### src/rtl/fmg_pkg.sv
// ----------------------------------------------------------------------------
// Fuzzy membership grade package
// Shape codes, register indexes, grade modes and default widths shared by
// the fuzzy membership grade core.
// ----------------------------------------------------------------------------
package fmg_pkg;

  // Default widths of the sample and of the grade fraction.
  localparam int SAMPLE_WIDTH_DEF    = 16;
  localparam int GRADE_FRAC_BITS_DEF = 15;

  // Configuration register index port width and register indexes.
  localparam int CFG_INDEX_W = 3;
  localparam logic [CFG_INDEX_W-1:0] REG_SHAPE_KIND = 3'd0;
  localparam logic [CFG_INDEX_W-1:0] REG_POINT_A    = 3'd1;
  localparam logic [CFG_INDEX_W-1:0] REG_POINT_B    = 3'd2;
  localparam logic [CFG_INDEX_W-1:0] REG_POINT_C    = 3'd3;
  localparam logic [CFG_INDEX_W-1:0] REG_POINT_D    = 3'd4;

  // Membership shape codes.
  typedef enum logic [2:0] {
    SHAPE_LEFT_SHOULDER  = 3'd0,
    SHAPE_RIGHT_SHOULDER = 3'd1,
    SHAPE_TRIANGLE       = 3'd2,
    SHAPE_TRAPEZOID      = 3'd3,
    SHAPE_INTERVAL       = 3'd4,
    SHAPE_SINGLETON      = 3'd5
  } shape_t;

  // How the grade of an item in flight is formed at the pipeline end.
  typedef enum logic [1:0] {
    MODE_ZERO  = 2'd0,
    MODE_FULL  = 2'd1,
    MODE_SLOPE = 2'd2
  } grade_mode_t;

endpackage

### src/rtl/fuzzy_membership_grade_core.sv
// ----------------------------------------------------------------------------
// Fuzzy membership grade core
// Pipeline: classify stage, subtraction stage, restoring division stages
// (one quotient bit per stage) and the output register; fully pipelined.
// Throughput: one sample per cycle while out_stall does not hold the pipeline.
// Reset: rst is synchronous; it empties the pipeline and clears all
// configuration registers to zero (left shoulder, all breakpoints 0).
// ----------------------------------------------------------------------------
module fuzzy_membership_grade_core #(
  parameter int SAMPLE_WIDTH    = fmg_pkg::SAMPLE_WIDTH_DEF,
  parameter int GRADE_FRAC_BITS = fmg_pkg::GRADE_FRAC_BITS_DEF
) (
  input  logic                           clk,
  input  logic                           rst,
  // Sample channel.
  input  logic                           in_valid,
  output logic                           in_stall,
  input  logic signed [SAMPLE_WIDTH-1:0] sample,
  // Grade channel.
  output logic                           out_valid,
  input  logic                           out_stall,
  output logic [GRADE_FRAC_BITS:0]       grade,
  // Configuration write channel.
  input  logic                           cfg_valid,
  output logic                           cfg_ready,
  input  logic [fmg_pkg::CFG_INDEX_W-1:0] cfg_index,
  input  logic [SAMPLE_WIDTH-1:0]        cfg_data
);
  import fmg_pkg::*;

  localparam int SW = SAMPLE_WIDTH;
  localparam int FB = GRADE_FRAC_BITS;
  localparam logic [FB:0] FULL_GRADE = {1'b1, {FB{1'b0}}};

  // Configuration registers.
  logic [2:0]           shape_kind;
  logic signed [SW-1:0] point_a;
  logic signed [SW-1:0] point_b;
  logic signed [SW-1:0] point_c;
  logic signed [SW-1:0] point_d;

  assign cfg_ready = 1'b1;

  // Register writes; unknown indexes are dropped.
  always_ff @(posedge clk) begin
    if (rst) begin
      shape_kind <= '0;
      point_a    <= '0;
      point_b    <= '0;
      point_c    <= '0;
      point_d    <= '0;
    end else if (cfg_valid && cfg_ready) begin
      unique case (cfg_index)
        REG_SHAPE_KIND: shape_kind <= cfg_data[2:0];
        REG_POINT_A:    point_a    <= $signed(cfg_data);
        REG_POINT_B:    point_b    <= $signed(cfg_data);
        REG_POINT_C:    point_c    <= $signed(cfg_data);
        REG_POINT_D:    point_d    <= $signed(cfg_data);
        default: begin
        end
      endcase
    end
  end

  // Pipeline stage enables, from the output back to the input. A stage
  // moves when it is empty or when the stage after it moves.
  logic s0_v;
  logic out_en;
  logic s0_en;
  logic div_v  [0:FB];
  logic div_en [0:FB];

  assign out_en = !out_valid || !out_stall;

  always_comb begin
    div_en[FB] = !div_v[FB] || out_en;
    for (int j = FB - 1; j >= 0; j--) begin
      div_en[j] = !div_v[j] || div_en[j+1];
    end
  end

  assign s0_en    = !s0_v || div_en[0];
  assign in_stall = !s0_en;

  // Stage 0: classify the sample against the shape and pick the operands
  // of the distance and span subtractions.
  grade_mode_t          mode_in;
  logic signed [SW-1:0] dhi_in;
  logic signed [SW-1:0] dlo_in;
  logic signed [SW-1:0] shi_in;
  logic signed [SW-1:0] slo_in;

  always_comb begin
    mode_in = MODE_ZERO;
    dhi_in  = sample;
    dlo_in  = point_a;
    shi_in  = point_b;
    slo_in  = point_a;
    unique case (shape_kind)
      SHAPE_LEFT_SHOULDER: begin
        priority if (sample <= point_a) begin
          mode_in = MODE_FULL;
        end else if (sample >= point_b) begin
          mode_in = MODE_ZERO;
        end else begin
          mode_in = MODE_SLOPE;
          dhi_in  = point_b;
          dlo_in  = sample;
        end
      end
      SHAPE_RIGHT_SHOULDER: begin
        priority if (sample >= point_b) begin
          mode_in = MODE_FULL;
        end else if (sample <= point_a) begin
          mode_in = MODE_ZERO;
        end else begin
          mode_in = MODE_SLOPE;
        end
      end
      SHAPE_TRIANGLE: begin
        priority if (sample <= point_a || sample >= point_c) begin
          mode_in = MODE_ZERO;
        end else if (sample < point_b) begin
          mode_in = MODE_SLOPE;
        end else if (sample > point_b) begin
          mode_in = MODE_SLOPE;
          dhi_in  = point_c;
          dlo_in  = sample;
          shi_in  = point_c;
          slo_in  = point_b;
        end else begin
          mode_in = MODE_FULL;
        end
      end
      SHAPE_TRAPEZOID: begin
        priority if (sample <= point_a || sample >= point_d) begin
          mode_in = MODE_ZERO;
        end else if (sample < point_b) begin
          mode_in = MODE_SLOPE;
        end else if (sample > point_c) begin
          mode_in = MODE_SLOPE;
          dhi_in  = point_d;
          dlo_in  = sample;
          shi_in  = point_d;
          slo_in  = point_c;
        end else begin
          mode_in = MODE_FULL;
        end
      end
      SHAPE_INTERVAL: begin
        if (sample >= point_a && sample <= point_b) begin
          mode_in = MODE_FULL;
        end
      end
      SHAPE_SINGLETON: begin
        if (sample == point_a) begin
          mode_in = MODE_FULL;
        end
      end
      default: begin
        mode_in = MODE_ZERO;
      end
    endcase
  end

  grade_mode_t          s0_mode;
  logic signed [SW-1:0] s0_dhi;
  logic signed [SW-1:0] s0_dlo;
  logic signed [SW-1:0] s0_shi;
  logic signed [SW-1:0] s0_slo;

  always_ff @(posedge clk) begin
    if (rst) begin
      s0_v <= 1'b0;
    end else if (s0_en) begin
      s0_v <= in_valid;
    end
  end

  always_ff @(posedge clk) begin
    if (s0_en) begin
      s0_mode <= mode_in;
      s0_dhi  <= dhi_in;
      s0_dlo  <= dlo_in;
      s0_shi  <= shi_in;
      s0_slo  <= slo_in;
    end
  end

  // Stage 1: distance and span. Both are positive and below 2^SW on the
  // slope path, so the low SW bits of the widened differences are exact.
  logic [SW:0] dist_wide;
  logic [SW:0] span_wide;

  assign dist_wide = {s0_dhi[SW-1], s0_dhi} - {s0_dlo[SW-1], s0_dlo};
  assign span_wide = {s0_shi[SW-1], s0_shi} - {s0_slo[SW-1], s0_slo};

  grade_mode_t   div_mode [0:FB];
  logic [SW-1:0] div_rem  [0:FB];
  logic [SW-1:0] div_span [0:FB];
  logic [FB-1:0] div_q    [0:FB];

  always_ff @(posedge clk) begin
    if (rst) begin
      div_v[0] <= 1'b0;
    end else if (div_en[0]) begin
      div_v[0] <= s0_v;
    end
  end

  always_ff @(posedge clk) begin
    if (div_en[0]) begin
      div_mode[0] <= s0_mode;
      div_rem[0]  <= dist_wide[SW-1:0];
      div_span[0] <= span_wide[SW-1:0];
      div_q[0]    <= '0;
    end
  end

  // Restoring division stages, one quotient bit each, giving
  // floor(dist * 2^FB / span) after FB stages.
  for (genvar j = 1; j <= FB; j++) begin : g_div
    logic [SW:0]   trial;
    logic          take;
    logic [SW:0]   diff;

    assign trial = {div_rem[j-1], 1'b0};
    assign take  = trial >= {1'b0, div_span[j-1]};
    assign diff  = trial - {1'b0, div_span[j-1]};

    always_ff @(posedge clk) begin
      if (rst) begin
        div_v[j] <= 1'b0;
      end else if (div_en[j]) begin
        div_v[j] <= div_v[j-1];
      end
    end

    always_ff @(posedge clk) begin
      if (div_en[j]) begin
        div_mode[j] <= div_mode[j-1];
        div_span[j] <= div_span[j-1];
        div_rem[j]  <= take ? diff[SW-1:0] : trial[SW-1:0];
        div_q[j]    <= {div_q[j-1][FB-2:0], take};
      end
    end
  end

  // Output register: select the grade from the mode.
  logic [FB:0] grade_next;

  always_comb begin
    unique case (div_mode[FB])
      MODE_FULL:  grade_next = FULL_GRADE;
      MODE_SLOPE: grade_next = {1'b0, div_q[FB]};
      default:    grade_next = '0;
    endcase
  end

  always_ff @(posedge clk) begin
    if (rst) begin
      out_valid <= 1'b0;
    end else if (out_en) begin
      out_valid <= div_v[FB];
    end
  end

  always_ff @(posedge clk) begin
    if (out_en) begin
      grade <= grade_next;
    end
  end

  // A delivered grade never exceeds full membership.
  a_grade_range: assert property (@(posedge clk) disable iff (rst)
    out_valid |-> grade <= FULL_GRADE)
    else $error("grade above full membership");

  // The slope path only ever sees 0 < dist < span.
  a_slope_operands: assert property (@(posedge clk) disable iff (rst)
    (div_v[0] && div_mode[0] == MODE_SLOPE) |->
      (div_rem[0] != '0 && div_rem[0] < div_span[0]))
    else $error("slope operands out of range");

  // With the output register empty the whole pipeline can move.
  a_empty_accepts: assert property (@(posedge clk) disable iff (rst)
    !out_valid |-> !in_stall)
    else $error("input stalled with empty output");

  // A sample transfer lands in the first stage.
  a_entry: assert property (@(posedge clk) disable iff (rst)
    (in_valid && !in_stall) |=> s0_v)
    else $error("accepted sample lost at entry");

endmodule

### config.mk
export PLATFORM = sky130hd
export DESIGN_NAME = fuzzy_membership_grade_core
export DESIGN_NICKNAME = d
export VERILOG_FILES = /design/src/rtl/fmg_pkg.sv /design/src/rtl/fuzzy_membership_grade_core.sv
export SDC_FILE = /design/constraint.sdc
export NUM_CORES = 2
export LEC_CHECK = 0
export ABC_AREA = 1
export BUFFER_PORTS_ARGS = -buffer_cell sky130_fd_sc_hd__buf_4
export CORE_ASPECT_RATIO = 0.9
export CORE_MARGIN = 1
export CORE_UTILIZATION = 48
export DETAILED_ROUTE_END_ITERATION = 8
export GPL_TIMING_DRIVEN = 0
export PLACE_DENSITY = 0.62
export SYNTH_ARGS = -nofsm -noshare
export SYNTH_HDL_FRONTEND = slang
export SYNTH_SLANG_ARGS = --single-unit
### constraint.sdc
create_clock -name clk -period 15.4 [get_ports clk]
set_input_delay 1.54 -clock clk [delete_from_list [all_inputs] [get_ports clk]]
set_output_delay 1.54 -clock clk [all_outputs]
set_load 0.02 [all_outputs]
Word level (Yosys, flattened, before mapping)
Memory sizes are Yosys's and may differ from the RTL's. Index checks and enable logic that the tools add are counted.

Register bits: 151. Bits in writable memories: 800. Bits of input ports: 40. Output and inout port bits: 19. Word-level logic and storage cells: 278. Memories: 5.

Memories: div_rem (depth 16, bits a word 16, rd ports 15, clocked after memory_dff 0, write ports 16, RTL line fuzzy_membership_grade_core.sv:199) `logic [SW-1:0] div_rem [0:FB];`; div_span (depth 16, bits a word 16, rd ports 15, clocked after memory_dff 0, write ports 16, RTL line fuzzy_membership_grade_core.sv:200) `logic [SW-1:0] div_span [0:FB];`; div_q (depth 16, bits a word 15, rd ports 16, clocked after memory_dff 0, write ports 16, RTL line fuzzy_membership_grade_core.sv:201) `logic [FB-1:0] div_q [0:FB];`; div_mode (depth 16, bits a word 2, rd ports 16, clocked after memory_dff 0, write ports 16, RTL line fuzzy_membership_grade_core.sv:198) `grade_mode_t div_mode [0:FB];`; div_v (depth 16, bits a word 1, rd ports 16, clocked after memory_dff 0, write ports 16, RTL line fuzzy_membership_grade_core.sv:70) `logic div_v [0:FB];`.

$add $sub $neg: 17. Order comparisons: 24. Equal/unequal tests: 12. Multiplexer cells: 143. Bitwise logic cells: 16. Reductions and logical operators: 48.

Operators by type and width (number): $mux 16 (43); $sub 16x16->16 (17); $ge 17x16->1 (15); $pmux 16 s2 (3); $pmux 16 s3 (2); $mux 1 (84); $ge 16x16->1 (4); $gt 16x16->1 (2); $le 16x16->1 (2); $logic_not 1->1 (20); $logic_or 1x1->1 (20); $mux 2 (10); $eq 16x16->1 (1); $lt 16x16->1 (1); $or 1x1->1 (16); $eq 3x2->1 const B (4); $pmux 2 s6 (1); $reduce_and 2->1 (5); $eq 3x3->1 const B (3); $eq 3x1->1 const B (2); $logic_not 3->1 (2); $eq 2x1->1 const B (1); $eq 2x2->1 const B (1); $logic_and 1x1->1 (1).

Longest topological paths before layout
Depth after elaboration: 22. Mapped depth: 20.

Worst setup path after synthesis
Ideal clock, no wire load.

Path type: input-to-output. Start point: input out_stall. End point: output in_stall. Arrival: 6.072 ns. Required time: 13.860 ns. Path slack: 7.788 ns. Cell stages on the path: 10. Cell sequence: nand3_2 nor2_4 nand4_4 nor2_4 nand4_4 nor2_4 nand4_2 nor2_4 nand4_4 inv_1.

RTL lines: start: declaration (RTL line fuzzy_membership_grade_core.sv:21) `input logic out_stall,`; end: declaration (RTL line fuzzy_membership_grade_core.sv:17) `output logic in_stall,`.

==> flow_summary.json <==
{
  "critical_path.cell_chain": "buf_4 > nand3_2 > nor2_4 > nand4_4 > nor2_4 > nand4_4 > nor2_4 > nand4_2 > nor2_4 > nand4_4 > inv_1 > buf_4",
  "yosys_warnings": 0,
  "endpoint": "in_stall",
  "h-tree-depth": 3,
  "path_common_cell": "nor2_4",
  "cp.required_ps": 13860,
  "wl_um": 114000,
  "placed_cells": 5961,
  "routabilityCongestion": 1.01,
  "p_per_area_nw_per_um2": 231,
  "clock_latency_ps": 660,
  "cp.depth": 12,
  "skew_ps": 22.6,
  "vias_per_cell": 5.40,
  "postCtsSetupRepairBufs": 0,
  "antenna_found_initial": 1,
  "ir_worst_vdd_mv": 0.119,
  "synth.distinct_cells": 52,
  "grt-ovfl-total": 0,
  "hpwl_um": 88300,
  "fin_util_pct": 54.1,
  "crit_slowest_cell": "nand4_4",
  "vias": 33100,
  "worst_setup_path_end_kind": "output port",
  "slowest_delay_ps": 930,
  "synth_top_cell_by_area": "edfxtp_1",
  "instances_no_fill": 6121,
  "crit_buf_inv": 3,
  "synth_edf_count": 730,
  "post_drt_wl_per_cell_um": 18.6,
  "root_buffer": "clkbuf_16",
  "ys_top_cells_by_area": "edfxtp_1, nand2_1, ha_1",
  "postSynthAreaPerCell_um2": 9.56,
  "grt_use_total_pct": 24.3,
  "drt_iter0_markers": 3102,
  "synthArstFlopShare_pct": 0,
  "synth-seq-cells": 799,
  "diodes": 0,
  "hold_class": "reg2reg",
  "grt_pass1_wl_um": 177000,
  "clk_path_buf_depth": 3,
  "final.period_utilization_pct": 55.7,
  "clkSlewWorstSetupHoldPaths_ps": 60,
  "maxSlewViolCount": 0,
  "max_cap_violations": 0,
  "mappedNetlistArea_um2": 44600,
  "worstPathArrival_ps": 7040,
  "rows": 105,
  "start_util_pct": 48.7,
  "tritoncts": "yes",
  "die_h_um": 291,
  "grt_pass1_vias": 31200,
  "io_pins": 59,
  "cts.sinks": 799,
  "worstReg2RegStart": "out_valid",
  "synth_nets": 5058,
  "layout.nets": 5210,
  "hold_buffers": 0,
  "syn_inst": 4669,
  "worstReg2RegEnd": "s0_v",
  "die_x_um": 323,
  "syn_to_final_growth_pct": 11.2,
  "coreArea_um2": 91700,
  "post_cts_resized": 0,
  "tightest_slew_ps": 1240,
  "path_class": "in2out",
  "cts_buffers": 86,
  "dieArea_um2": 94200,
  "reg2reg_slack_ps": 9220,
  "drc": 0,
  "drt_pass1_iterations": 6,
  "fmax_ghz": 0.117,
  "worst_path_dominant_cell_family": "simple AND/OR/NAND/NOR gates",
  "finalSetupViolCount": 0,
  "start_kind": "primary input",
  "slew_headroom_pct": 17.1,
  "yosys_most_used_dff": "edfxtp_1",
  "outcome": "completed",
  "post-synth-top-area-fraction_pct": 49.1,
  "grt_max_degree": 69,
  "worst-r2r-cell-count": 10,
  "drtAntennaViolNets": 0,
  "cp-startpoint": "out_stall",
  "num-fill-cells": 8287,
  "min_period_ps": 8580,
  "port_buffers": 56,
  "yosysSeqAreaShare_pct": 52.2,
  "drive_gt1_share_pct": 6.46,
  "path_max_fanout": 68,
  "hold_viol_final": 0,
  "p_leak_uw": 0.0217,
  "tns_ps": 0,
  "rsz0062_at_grt": "false"
}
==> state kept, by name (all words and copies together), names as in the netlist, 2 cells and up <==
register	count
point_b	16
div_q	120
point_d	16
div_v	16
s0_shi	16
s0_dhi	16
point_c	16
point_a	16
s0_slo	16
div_span	240
s0_mode	2
div_rem	240
s0_dlo	16
grade	16
shape_kind	3
div_mode	32
==> Yosys cell counts (all sizes together) (9+ instances only) <==
cell type  number
o211ai         20
o2111ai        11
o221ai         11
dfxtp          69
clkbuf         57
nand3b          9
nor3           43
inv           597
a31oi          13
xor2          103
edfxtp        730
xnor2         109
nand3         251
a211oi          9
o21ai         384
nand4          93
a21o           21
buf            73
a21boi         16
o21a           14
nor2          188
ha            333
a21oi         303
fa             16
nor4           14
nand2        1163
==> area by class of cell <==
cell class | count | area (um^2) | area share (%)
Sequential cell | 799 | 23300 | 46.9
Clock inverter | 50 | 567 | 1.14
Tap cell | 1230 | 1540 | 3.10
Inverter | 598 | 2240 | 4.52
Multi-Input combinational cell | 3142 | 18300 | 37.0
Clock buffer | 108 | 2300 | 4.63
Buffer | 130 | 753 | 1.52
Timing Repair Buffer | 64 | 588 | 1.18
==> worst min path at each step <==
stage / end / cells past startpoint / from
after detailed placement: div_mode[0][15] / 0 / div_mode[0][13]
after global placement: div_q[1][1] / 0 / div_q[0][105]
after CTS: div_mode[0][15] / 0 / div_mode[0][13]
after global routing: div_mode[0][12] / 0 / div_mode[0][10]
final: div_mode[0][12] / 0 / div_mode[0][10]
after floorplan: div_mode[0][0] / 0 / s0_mode[0]
==> through the flow <==
step	hold WS, ps	worst slack [ps]	area [um^2]	total power (uW)
final	405	6820	49600	11500
after floorplan	400	7790	44600	7960
after global routing	398	6220	49600	12400
after CTS	406	5720	49600	11500
after detailed placement	405	5750	46700	9370
after global placement	400	5930	46600	9300
==> logic make-up after synthesis <==
| logic type | after synthesis | share of synthesized area [%] |
|---|---|---|
| fa+ha+maj | 349 | 10.1 |
| xor+xnor | 212 | 4.16 |
| buf+inv | 728 | 6.72 |
| other cells | 1 | 0.00840 |
| flops | 799 | 52.2 |
| simple gates | 1766 | 16.9 |
| compound gates | 814 | 9.93 |
==> per-layer routing <==
layer | up-vias | track usage [%] | wire (um)
li1 | 16300 | - | -
met4 | 0 | 7.63 | 3670
met5 | - | 0 | 0
met2 | 1050 | 36.6 | 48800
met3 | 198 | 3.51 | 6990
met1 | 15500 | 35.9 | 54300
==> placed cells by master (no fill, tap or decap), drive strengths merged, types with 2 or more instances in the layout <==
master    count
ha          333
nand4        93
fa           16
nor4b         3
xor2        103
o21ai       384
o221ai       11
nor2        188
xnor2       109
a211oi        9
inv         600
dfxtp        69
nand2      1163
clkinv       34
o31ai         3
o2111ai      11
o311ai        5
o21a         14
edfxtp      730
or2           2
o211ai       20
nor4         14
o21bai        3
clkinvlp      4
a21boi       16
a21oi       303
nand3b        9
a31oi        13
bufinv       10
a21o         21
clkbuf      165
nand3       251
nor3         43
buf         137
==> where the power goes <==
group	switching (uW)	total, uW	internal, uW	leakage [uW]
clock	871	2100	1230	0.00139
combinational	3210	5290	2080	0.0118
sequential	475	4100	3620	0.00852
Power figures use the tool's default switching activity.
